--- src/rtl/bfc_pkg.sv ---
// ----------------------------------------------------------------------------
// bfc_pkg
// Shared types, constants and the FNV-1a 64 byte fold for the BF16 to F32
// checked converter.
// ----------------------------------------------------------------------------
package bfc_pkg;

  // Element counter width; the counter saturates at its all-ones value
  localparam int unsigned CountWidth   = 32;
  localparam int unsigned ExpElemWidth = 32;
  localparam int unsigned CmpWidth     =
      (CountWidth > ExpElemWidth) ? CountWidth : ExpElemWidth;

  localparam int unsigned WordWidth  = 16;
  localparam int unsigned F32Width   = 32;
  localparam int unsigned HashWidth  = 64;
  localparam int unsigned TdataOutW  = 168;

  // Queue between front and back
  localparam int unsigned QDepth     = 2;
  localparam int unsigned QPtrWidth  = $clog2(QDepth);
  localparam int unsigned QCntWidth  = $clog2(QDepth + 1);

  localparam logic [HashWidth-1:0] FnvBasis    = 64'hCBF2_9CE4_8422_2325;
  localparam logic [HashWidth-1:0] FnvPrimeLow = 64'h0000_0000_0000_01B3;
  localparam int unsigned          FnvPrimeSh  = 40;

  // Configuration register indexes
  typedef enum logic [1:0] {
    CFG_EXP_SRC_HASH = 2'd0,
    CFG_EXP_OUT_HASH = 2'd1,
    CFG_EXP_ELEMENTS = 2'd2,
    CFG_UNUSED       = 2'd3
  } cfg_index_e;

  // One queued item: the word and its end-of-slice mark
  typedef struct packed {
    logic [WordWidth-1:0] word;
    logic                 last;
  } bfc_item_t;

  // Fold one byte: xor, then multiply by the prime 2^40 + 0x1B3 mod 2^64
  function automatic logic [HashWidth-1:0] fnv_fold(input logic [HashWidth-1:0] h,
                                                    input logic [7:0]           b);
    logic [HashWidth-1:0] x;
    x = h ^ {{(HashWidth-8){1'b0}}, b};
    return (x << FnvPrimeSh) + (x * FnvPrimeLow);
  endfunction

endpackage

--- src/rtl/bfc_front.sv ---
// ----------------------------------------------------------------------------
// bfc_front
// Input side: accepts stream transfers and holds them in a short queue
// for the hash engine.
// ----------------------------------------------------------------------------
module bfc_front import bfc_pkg::*; (
  input  logic                 clk_i,
  input  logic                 rst_ni,
  input  logic                 s_axis_tvalid_i,
  output logic                 s_axis_tready_o,
  input  logic [WordWidth-1:0] s_axis_tdata_i,   // [15:0] bf16_word
  input  logic                 s_axis_tlast_i,   // is_final
  output logic                 q_valid_o,
  output bfc_item_t            q_item_o,
  input  logic                 q_pop_i
);

  bfc_item_t              mem_q [QDepth];
  logic [QPtrWidth-1:0]   wr_ptr_q, wr_ptr_d;
  logic [QPtrWidth-1:0]   rd_ptr_q, rd_ptr_d;
  logic [QCntWidth-1:0]   cnt_q, cnt_d;
  logic                   push;
  logic                   pop;

  // Accept while the queue has room
  assign s_axis_tready_o = (cnt_q != QCntWidth'(QDepth));
  assign push            = s_axis_tvalid_i && s_axis_tready_o;
  assign q_valid_o       = (cnt_q != '0);
  assign pop             = q_pop_i && q_valid_o;
  assign q_item_o        = mem_q[rd_ptr_q];

  // Advance pointers and fill level
  always_comb begin
    wr_ptr_d = wr_ptr_q;
    rd_ptr_d = rd_ptr_q;
    cnt_d    = cnt_q;
    if (push) begin
      wr_ptr_d = (wr_ptr_q == QPtrWidth'(QDepth - 1)) ? '0 : wr_ptr_q + 1'b1;
    end
    if (pop) begin
      rd_ptr_d = (rd_ptr_q == QPtrWidth'(QDepth - 1)) ? '0 : rd_ptr_q + 1'b1;
    end
    if (push && !pop) begin
      cnt_d = cnt_q + 1'b1;
    end else if (pop && !push) begin
      cnt_d = cnt_q - 1'b1;
    end
  end

  always_ff @(posedge clk_i or negedge rst_ni) begin
    if (!rst_ni) begin
      wr_ptr_q <= '0;
      rd_ptr_q <= '0;
      cnt_q    <= '0;
    end else begin
      wr_ptr_q <= wr_ptr_d;
      rd_ptr_q <= rd_ptr_d;
      cnt_q    <= cnt_d;
    end
  end

  // Store the incoming transfer
  always_ff @(posedge clk_i) begin
    if (push) begin
      mem_q[wr_ptr_q] <= '{word: s_axis_tdata_i, last: s_axis_tlast_i};
    end
  end

endmodule

--- src/rtl/bfc_back.sv ---
// ----------------------------------------------------------------------------
// bfc_back
// Hash engine: folds one byte per cycle, unless stalled, into the FNV-1a 64
// hashes, keeps the element count and the expected values, drives the result.
// ----------------------------------------------------------------------------
module bfc_back import bfc_pkg::*; (
  input  logic                  clk_i,
  input  logic                  rst_ni,
  input  logic                  cfg_we_i,
  input  logic [1:0]            cfg_index_i,
  input  logic [HashWidth-1:0]  cfg_data_i,
  input  logic                  q_valid_i,
  input  bfc_item_t             q_item_i,
  output logic                  q_pop_o,
  output logic                  m_axis_tvalid_o,
  input  logic                  m_axis_tready_i,
  output logic [TdataOutW-1:0]  m_axis_tdata_o,  // f32_pattern, source_digest,
                                                 // output_digest, source_ok,
                                                 // output_ok, count_ok, pad
  output logic                  m_axis_tlast_o   // end_of_slice
);

  // Configuration registers
  logic [HashWidth-1:0]    exp_src_q;
  logic [HashWidth-1:0]    exp_out_q;
  logic [ExpElemWidth-1:0] exp_elem_q;

  // Running state
  logic [HashWidth-1:0]  src_acc_q, src_acc_d;
  logic [HashWidth-1:0]  out_acc_q, out_acc_d;
  logic [CountWidth-1:0] tally_q, tally_d;

  // Item in work
  logic                  busy_q, busy_d;
  logic [1:0]            step_q, step_d;
  bfc_item_t             item_q;

  // Result register
  logic                  res_valid_q, res_valid_d;
  logic [WordWidth-1:0]  res_word_q;
  logic                  res_last_q;
  logic [HashWidth-1:0]  res_src_q;
  logic [HashWidth-1:0]  res_out_q;
  logic [CountWidth-1:0] res_tally_q;

  logic [F32Width-1:0]   f32;
  logic [7:0]            out_byte;
  logic [7:0]            src_byte;
  logic [HashWidth-1:0]  src_fold;
  logic [HashWidth-1:0]  out_fold;
  logic [CountWidth-1:0] tally_inc;
  logic                  res_free;
  logic                  finish;
  logic                  src_ok;
  logic                  out_ok;
  logic                  cnt_ok;

  // Write configuration
  always_ff @(posedge clk_i or negedge rst_ni) begin
    if (!rst_ni) begin
      exp_src_q  <= '0;
      exp_out_q  <= '0;
      exp_elem_q <= ExpElemWidth'(1);
    end else if (cfg_we_i) begin
      case (cfg_index_e'(cfg_index_i))
        CFG_EXP_SRC_HASH: exp_src_q  <= cfg_data_i;
        CFG_EXP_OUT_HASH: exp_out_q  <= cfg_data_i;
        CFG_EXP_ELEMENTS: exp_elem_q <= cfg_data_i[ExpElemWidth-1:0];
        default: ;
      endcase
    end
  end

  // Select this step's bytes and fold them
  assign f32       = {item_q.word, {(F32Width-WordWidth){1'b0}}};
  assign out_byte  = f32[{step_q, 3'b000} +: 8];
  assign src_byte  = item_q.word[{step_q[0], 3'b000} +: 8];
  assign src_fold  = fnv_fold(src_acc_q, src_byte);
  assign out_fold  = fnv_fold(out_acc_q, out_byte);
  assign tally_inc = (tally_q == {CountWidth{1'b1}}) ? tally_q : tally_q + 1'b1;

  assign res_free  = !res_valid_q || m_axis_tready_i;
  assign finish    = busy_q && (step_q == 2'd3) && res_free;
  assign q_pop_o   = q_valid_i && (!busy_q || finish);

  // Sequence the four byte steps of an item
  always_comb begin
    busy_d      = busy_q;
    step_d      = step_q;
    src_acc_d   = src_acc_q;
    out_acc_d   = out_acc_q;
    tally_d     = tally_q;
    res_valid_d = res_valid_q && !m_axis_tready_i;
    if (busy_q && step_q != 2'd3) begin
      out_acc_d = out_fold;
      if (!step_q[1]) begin
        src_acc_d = src_fold;
      end
      step_d = step_q + 1'b1;
    end
    if (finish) begin
      res_valid_d = 1'b1;
      busy_d      = 1'b0;
      step_d      = '0;
      if (item_q.last) begin
        src_acc_d = FnvBasis;
        out_acc_d = FnvBasis;
        tally_d   = '0;
      end else begin
        out_acc_d = out_fold;
        tally_d   = tally_inc;
      end
    end
    if (q_pop_o) begin
      busy_d = 1'b1;
      step_d = '0;
    end
  end

  always_ff @(posedge clk_i or negedge rst_ni) begin
    if (!rst_ni) begin
      busy_q      <= 1'b0;
      step_q      <= '0;
      src_acc_q   <= FnvBasis;
      out_acc_q   <= FnvBasis;
      tally_q     <= '0;
      res_valid_q <= 1'b0;
    end else begin
      busy_q      <= busy_d;
      step_q      <= step_d;
      src_acc_q   <= src_acc_d;
      out_acc_q   <= out_acc_d;
      tally_q     <= tally_d;
      res_valid_q <= res_valid_d;
    end
  end

  // Hold the item and capture the result payload
  always_ff @(posedge clk_i) begin
    if (q_pop_o) begin
      item_q <= q_item_i;
    end
    if (finish) begin
      res_word_q  <= item_q.word;
      res_last_q  <= item_q.last;
      res_src_q   <= src_acc_q;
      res_out_q   <= out_fold;
      res_tally_q <= tally_inc;
    end
  end

  // Match flags from held result; user must keep the configuration stable
  assign src_ok = res_last_q && (res_src_q == exp_src_q);
  assign out_ok = res_last_q && (res_out_q == exp_out_q);
  assign cnt_ok = res_last_q && (CmpWidth'(res_tally_q) == CmpWidth'(exp_elem_q));

  assign m_axis_tvalid_o = res_valid_q;
  assign m_axis_tlast_o  = res_last_q;
  assign m_axis_tdata_o  = {5'b0, cnt_ok, out_ok, src_ok, res_out_q, res_src_q,
                            res_word_q, {(F32Width-WordWidth){1'b0}}};

endmodule

--- src/rtl/bf16_to_f32_checked_converter.sv ---
// An input is queued, then taken by the hash engine, which folds one byte per
// cycle into the output FNV-1a 64 hash (four bytes per F32 word) and registers
// the result once the output is free; it takes the next item as it finishes.
// A 2-entry input queue decouples input acceptance from the hash engine.
// Reset (rst_ni low, asynchronous): queue and result emptied, hashes at the
// FNV offset basis, element count zero, expected registers 0, 0 and 1.
// ----------------------------------------------------------------------------
// bf16_to_f32_checked_converter
// Widens BF16 words to F32 patterns and checks running FNV-1a 64 digests of
// the source and output bytes and the element count against expected values.
// ----------------------------------------------------------------------------
module bf16_to_f32_checked_converter import bfc_pkg::*; (
  input  logic                 clk_i,
  input  logic                 rst_ni,
  input  logic                 cfg_we_i,
  input  logic [1:0]           cfg_index_i,
  input  logic [HashWidth-1:0] cfg_data_i,
  input  logic                 s_axis_tvalid_i,
  output logic                 s_axis_tready_o,
  input  logic [WordWidth-1:0] s_axis_tdata_i,   // [15:0] bf16_word
  input  logic                 s_axis_tlast_i,   // is_final
  output logic                 m_axis_tvalid_o,
  input  logic                 m_axis_tready_i,
  output logic [TdataOutW-1:0] m_axis_tdata_o,   // [31:0] f32_pattern,
                                                 // [95:32] source_digest,
                                                 // [159:96] output_digest,
                                                 // [160] source_ok,
                                                 // [161] output_ok,
                                                 // [162] count_ok, rest zero
  output logic                 m_axis_tlast_o    // end_of_slice
);

  logic      q_valid;
  bfc_item_t q_item;
  logic      q_pop;

  // Accept and queue input transfers
  bfc_front u_front (
    .clk_i           (clk_i),
    .rst_ni          (rst_ni),
    .s_axis_tvalid_i (s_axis_tvalid_i),
    .s_axis_tready_o (s_axis_tready_o),
    .s_axis_tdata_i  (s_axis_tdata_i),
    .s_axis_tlast_i  (s_axis_tlast_i),
    .q_valid_o       (q_valid),
    .q_item_o        (q_item),
    .q_pop_i         (q_pop)
  );

  // Hash, count and produce results
  bfc_back u_back (
    .clk_i           (clk_i),
    .rst_ni          (rst_ni),
    .cfg_we_i        (cfg_we_i),
    .cfg_index_i     (cfg_index_i),
    .cfg_data_i      (cfg_data_i),
    .q_valid_i       (q_valid),
    .q_item_i        (q_item),
    .q_pop_o         (q_pop),
    .m_axis_tvalid_o (m_axis_tvalid_o),
    .m_axis_tready_i (m_axis_tready_i),
    .m_axis_tdata_o  (m_axis_tdata_o),
    .m_axis_tlast_o  (m_axis_tlast_o)
  );

endmodule
--- config.mk ---
export PLATFORM = sky130hd
export DESIGN_NAME = bf16_to_f32_checked_converter
export DESIGN_NICKNAME = d
export VERILOG_FILES = /design/src/rtl/bfc_pkg.sv /design/src/rtl/bfc_front.sv /design/src/rtl/bfc_back.sv /design/src/rtl/bf16_to_f32_checked_converter.sv
export SDC_FILE = /design/constraint.sdc
export NUM_CORES = 2
export LEC_CHECK = 0
export CAP_MARGIN = 5
export CELL_PAD_IN_SITES_DETAIL_PLACEMENT = 0
export CELL_PAD_IN_SITES_GLOBAL_PLACEMENT = 1
export CORE_MARGIN = 5
export CORE_UTILIZATION = 43
export CTS_CLUSTER_SIZE = 12
export DETAILED_ROUTE_END_ITERATION = 16
export DONT_BUFFER_PORTS = 1
export PLACE_DENSITY_LB_ADDON = 0.1
export REMOVE_ABC_BUFFERS = 1
export SKIP_LAST_GASP = 1
export SLEW_MARGIN = 20
export SYNTH_ARGS = -nofsm -noshare
export SYNTH_HDL_FRONTEND = slang
export SYNTH_SLANG_ARGS = --single-unit
--- constraint.sdc ---
create_clock -name clk_i -period 16.3 [get_ports clk_i]
set_input_delay 2.445 -clock clk_i [delete_from_list [all_inputs] [get_ports clk_i]]
set_output_delay 2.445 -clock clk_i [all_outputs]
set_load 0.01 [all_outputs]
# ---- Yosys cells after proc, flatten, opt, wreduce, memory -nomap -nowiden
# Memory sizes are Yosys's and may differ from the RTL's. A register that Yosys moved wholly into a read port is not among the register bits.
# Cells that the tools add are included.
dict set report word_totals {
  register_bits 505
  ram_bits 34
  in_bits 88
  out_inout_bits 171
  wordCells 90
  memories 1
}
# name depth word_bits rd rd_clocked_by_memory_dff wr line_no
set memory_table {}
lappend memory_table {u_front.mem_q 2 17 1 1 1 bfc_front.sv:18} ;# bfc_item_t mem_q [QDepth];
dict set report op_classes {
  n_addsub 8
  mul 2
  eq_ne 9
  n_shift 2
  mux 21
  bitwise_logic 2
  reduce_logical 28
}
# operator n
set ops {}
lappend ops {{64-bit 2-to-1 mux} 7}
lappend ops {{64-bit adder} 2}
lappend ops {{64-bit equality test} 2}
lappend ops {{64-bit by 9-bit multiplier with 64-bit output (second input constant)} 2}
lappend ops {{64-bit by 8-bit XOR with 64-bit output} 2}
lappend ops {{32-bit 2-to-1 mux} 2}
lappend ops {{32-bit by 1-bit adder with 32-bit output (second input constant)} 1}
lappend ops {{32-bit equality test} 1}
lappend ops {{32-bit equality test (second input constant)} 1}
lappend ops {{32-bit by 6-bit indexed part select with 8-bit output} 1}
lappend ops {{16-bit by 5-bit indexed part select with 8-bit output} 1}
lappend ops {{1-bit logical AND} 12}
lappend ops {{2-bit 2-to-1 mux} 5}
lappend ops {{2-bit nonzero test} 4}
lappend ops {{1-bit 2-to-1 mux} 7}
lappend ops {{2-bit AND reduction} 3}
lappend ops {{1-bit logical NOT} 5}
lappend ops {{2-bit by 1-bit adder with 2-bit output (second input constant)} 2}
lappend ops {{2-bit equality test (second input constant)} 2}
lappend ops {{2-bit != test (second input constant)} 2}
lappend ops {{3-bit nonzero test} 1}
lappend ops {{1-bit adder (second input constant)} 2}
lappend ops {{2-bit by 1-bit equality test with 1-bit output (second input constant)} 1}
lappend ops {{2-bit logical NOT} 1}
lappend ops {{other kinds (2)} 3}

# ---- Depth between registers and ports, before layout
dict set report depth {
  depth_word 9
  mapped_depth 25
  mapped_depth_nobuf 24
}

# ---- Modules after synthesis
# From an unflattened synthesis, not the netlist that was laid out.
dict set report hier_totals {
  cells_unflattened 4077
  area_unflattened_um2 44941.9
}
# module instances cells_each area_each_um2 seq_area_each_um2
set by_module_without_submodules {}
lappend by_module_without_submodules {bfc_back 1 4006 43467.9 14004.7}
lappend by_module_without_submodules {bfc_front 1 71 1473.9 1121.1}

# ---- Least setup slack after synthesis
# No wires, ideal clock.
dict set report synth_timing {
  path_type {input -> register}
  startpoint {input m_axis_tready_i}
  endpoint {register u_back.tally_q[24]}
  setup_time_ns 0.133
  t_arrival_ns 8.502
  required_ns 16.167
  slack_ns 7.665
  stages 7
  n_path_buf 1
  cell_sequence {nand2b_1 > nand3_1 > inv_1 > clkbuf_1 > o21ai_0 > nand2_1 > o31ai_1}
}
dict set report synth_between {
  elab_chain_len 2
}
# element line_no
set synth_lines {}
lappend synth_lines {{from (decl)} bf16_to_f32_checked_converter.sv:23} ;# input logic m_axis_tready_i,
lappend synth_lines {{1-bit logical OR} bfc_back.sv:82} ;# assign res_free = !res_valid_q || m_axis_tready_i;
lappend synth_lines {{1-bit logical AND} bfc_back.sv:83} ;# assign finish = busy_q && (step_q == 2'd3) && res_free;
lappend synth_lines {{net u_back.finish} bfc_back.sv:53} ;# logic finish;
lappend synth_lines {{to (signal assigned)} bfc_back.sv:133} ;# tally_q <= tally_d;
lappend synth_lines {{to (decl)} bfc_back.sv:31} ;# logic [CountWidth-1:0] tally_q, tally_d;
# The timed path passes the listed nets, and every way through them passes these cells.
# A chain may end at the register's enable or synchronous reset.

# ---- Worst setup path after layout
dict set report layout_timing {
  startpoint {register u_back.step_q[0]}
  endpoint {register u_back.out_acc_q[63]}
}
dict set report layout_between {
  elab_chain_len 6
  word_cells_on_any_way 13
  classes_between {add/sub: 1; mul: 1; eq/ne: 2; shift: 1; mux: 3; bitwise: 1; reduce/logical: 4}
}
# element line_no
set layout_lines {}
lappend layout_lines {{from (decl)} bfc_back.sv:35} ;# logic [1:0] step_q, step_d;
lappend layout_lines {{from (signal assigned)} bfc_back.sv:130} ;# step_q <= step_d;
lappend layout_lines {{32-bit by 6-bit indexed part select with 8-bit output (*)} bfc_back.sv:76} ;# assign out_byte = f32[{step_q, 3'b000} +: 8];
lappend layout_lines {{64-bit by 8-bit XOR with 64-bit output (*)} bfc_pkg.sv:46} ;# x = h ^ {{(HashWidth-8){1'b0}}, b};
lappend layout_lines {{64-bit by 9-bit multiplier with 64-bit output} bfc_pkg.sv:47} ;# return (x << FnvPrimeSh) + (x * FnvPrimeLow);
lappend layout_lines {{64-bit adder (*)} bfc_pkg.sv:47}
lappend layout_lines {{net u_back.out_fold[63]} bfc_back.sv:50} ;# logic [HashWidth-1:0] out_fold;
lappend layout_lines {{64-bit 2-to-1 mux, on equally long branches} {bfc_back.sv:94, bfc_back.sv:105}}
lappend layout_lines {{64-bit 2-to-1 mux (*)} bfc_back.sv:101} ;# if (finish) begin
lappend layout_lines {{to (signal assigned)} bfc_back.sv:125} ;# out_acc_q <= FnvBasis;
lappend layout_lines {{to (signal assigned)} bfc_back.sv:132} ;# out_acc_q <= out_acc_d;
lappend layout_lines {{to (decl)} bfc_back.sv:30} ;# logic [HashWidth-1:0] out_acc_q, out_acc_d;
# The timed path passes the listed nets; every way through them passes the cells marked *. The select of a mux whose other input is x is not followed.

==> impl_metrics.csv <==
group,metric,value,unit
status,status,"completed",
clock_network,cts_max_level,3,
floorplanning,coreArea,105000,um2
clock_network,postCtsResizedCells,0,
detailed_routing,drtPass1Iterations,5,
critical_path,crit_type,"reg2reg",
detailed_routing,routedWlPerCell,27.47,um
clock_network,ctsHoldBuffers,0,
timing,min_period,7094,ps
critical_path,reg2reg_depth,21,
clock_network,clockRootBuffer,"clkbuf_16",
floorplanning,die-width,334.4,um
logic_synthesis,synthTopCellsByArea,"fa_1, edfxtp_1, dfrtp_1",
global_routing,grt.overflow.total,0,
timing,max_freq,141.0,MHz
logic_synthesis,synthDistinctLibCells,87,
critical_path,crit_arrival,7680,ps
logic_synthesis,yosys_register_bits,556,
floorplanning,die_h,334.4,um
logic_synthesis,ys_seq_area_share,33.42,%
placed_design,placed_cell_area,46500,um2
cells_and_area,final_common_cell,"inv_1",
logic_synthesis,synth_ff_type,"dfrtp_1",
detailed_routing,drc,0,
cells_and_area,mostFrequentLayoutCells,"inv_1, fa_1, ha_1",
detailed_routing,vias_per_cell,5.374,
logic_synthesis,syn_avg_cell_area,10.94,um2
timing,finalSetupTns,0,ps
placed_design,place_ws,9156,ps
cells_and_area,ff_latch_area,15130,um2
clock_network,cts_tree,"built",
cells_and_area,finalNetCount,5021,
floorplanning,die_area,111900,um2
clock_network,numCtsBuffers,70,
timing,setup_viol,0,
clock_network,worstSkewPairLatency,660,ps
critical_path,startpoint_type,"flip-flop",
logic_synthesis,synth_top_area_cell,"fa_1",
cells_and_area,drive_gt1_share,9.320,%
timing,skew,43.29,ps
detailed_routing,drtAntennaViolNets,0,
timing,max-slew-margin-rel,33.88,%
placed_design,place.gp.congestion,0.9238,
timing,fin_ws,9206,ps
clock_network,clockBufferDepth,3,
logic_synthesis,synth_top_area_share,20.92,%
timing,final-max-slew-violation-count,0,
worst_hold_path,hold_path_class,"reg2reg",
cells_and_area,fill_cells,9934,
timing,hold_viol_final,0,
timing,fin_crit_sh,43.52,%
timing,rsz0062_at_grt,"no",
clock_network,clock-sinks,556,
logic_synthesis,synth_area,45260,um2
logic_synthesis,ys_warn_count,0,
timing,worstMarginPinSlew,991.9,ps
worst_hold_path,hold_depth,0,
placed_design,port_buffers,0,
detailed_routing,routed_wirelength,153400,um
floorplanning,io_pins,259,
cells_and_area,multi_input_area,26430,um2
clock_network,path_clk_slew,60,ps
detailed_routing,vias,30010,
logic_synthesis,syn-instance-count,4136,
global_routing,grt_pass1_vias,31530,
logic_synthesis,synth_edf_count,228,
floorplanning,start_util,43.12,%
global_routing,grt_usage,27.48,%
placed_design,hpwl,126400,um
logic_synthesis,async_flop_share,58.99,%
cells_and_area,final_area,48950,um2
global_routing,grt_start_max_net_pins,329,
critical_path,cp.required,16880,ps
job,cap_violations,0,
detailed_routing,drtIter0Drc,2018,
critical_path,critPathMaxFanout,11,
global_routing,grt_pass1_wl,223300,um
cells_and_area,syn2layout_area_growth,8.155,%
floorplanning,rows,119,
critical_path,critPathCaptureType,"flip-flop",
clock_network,post_cts_buffers,0,
global_routing,antenna_found_initial,30,
==> through the flow <==
step | cells | hold WS, ps | utilization (%)
after global placement | 5422 | 433.8 | 44.30
after floorplan | 4015 | 425.7 | -
after global routing | 5563 | 471.6 | 46.58
final | 5585 | 456.6 | 46.64
after detailed placement | 5422 | 443.2 | 44.30
after CTS | 5552 | 456.0 | 46.50
==> synthesized netlist by cell type, types with 47 or more instances <==
cell	n
a21o_1	93
a21oi_1	166
clkbuf_1	83
dfrtp_1	271
dfstp_2	57
edfxtp_1	228
fa_1	473
ha_1	355
inv_1	817
mux2_2	170
nand2_1	211
nand3_1	47
nand4_1	59
nor2_1	109
o21ai_0	116
xnor2_1	191
xor2_1	153
==> routing by layer <==
layer  global-route usage (%)  wire, um  up-vias
li1                         -         -    13650
met1                    35.86     64700    15240
met2                    42.02     67790      923
met3                    11.77     16030      183
met4                    7.963      4790       16
met5                        0       122        -
==> logic make-up after synthesis <==
kind of cell,share of synthesized area (%)
flip-flops,33.42
adder cells (fa/ha/maj),30.73
other,0.008285
buffers and inverters,8.462
XOR/XNOR,6.657
AND/OR/NAND/NOR,6.579
AO/OA/AOI/OAI,9.689
multiplexers,4.453
==> worst max-delay path, stage by stage (launching register included) <==
cell     delay [ps]
dfrtp_1         670
mux2i_1         360
nor2b_1         110
xnor2_1         540
inv_1           100
ha_1            280
fa_1            550
inv_1            60
fa_1            530
inv_1            50
fa_1            450
ha_1            290
ha_1            330
or3_1           390
a31oi_1         430
o21ai_1         280
a41oi_1         410
o21ai_1         210
a21oi_1         340
a41oi_1         200
xnor2_1         180
o31a_1          300
==> final cells by class <==
class / count / share of cell area, %
multi-input combinational: 2642 / 54.00
sequential: 556 / 30.90
inverter: 817 / 6.280
clock buffer: 95 / 3.916
tap: 1391 / 3.555
clock inverter: 35 / 0.8102
timing repair buffer: 18 / 0.3834
antenna: 31 / 0.1585
==> path summary, 6_finish.rpt <==
| check | from | slack [ps] | to |
|---|---|---|---|
| max | u_back.step_q[0] | 9210 | u_back.out_acc_q[63] |
| max in group asynchronous | rst_ni | 13000 | u_back.exp_out_q[1] |
| max reg2reg | u_back.step_q[0] | 9210 | u_back.out_acc_q[63] |
| min in group asynchronous | rst_ni | 1490 | u_back.out_acc_q[35] |
| min | u_back.f32[21] | 460 | u_back.res_word_q[5] |
| min reg2reg | u_back.f32[21] | 460 | u_back.res_word_q[5] |
==> flip-flops by register name, summed over array words and instances, names as in the netlist, 2 cells and up <==
signal and cells:
u_back.res_out_q 64, u_back.f32 16, u_front.mem_q 34, u_back.res_word_q 16, u_back.exp_out_q 64, u_back.exp_src_q 64
u_back.out_acc_q 64, u_back.step_q 2, u_back.res_tally_q 32, u_back.exp_elem_q 32, u_back.tally_q 32, u_front.cnt_q 2
u_back.src_acc_q 64, u_back.res_src_q 64
Power is left out: the tool's default activity adds up to more than one toggle a clock period on the data nets, which glitch-free logic cannot reach.
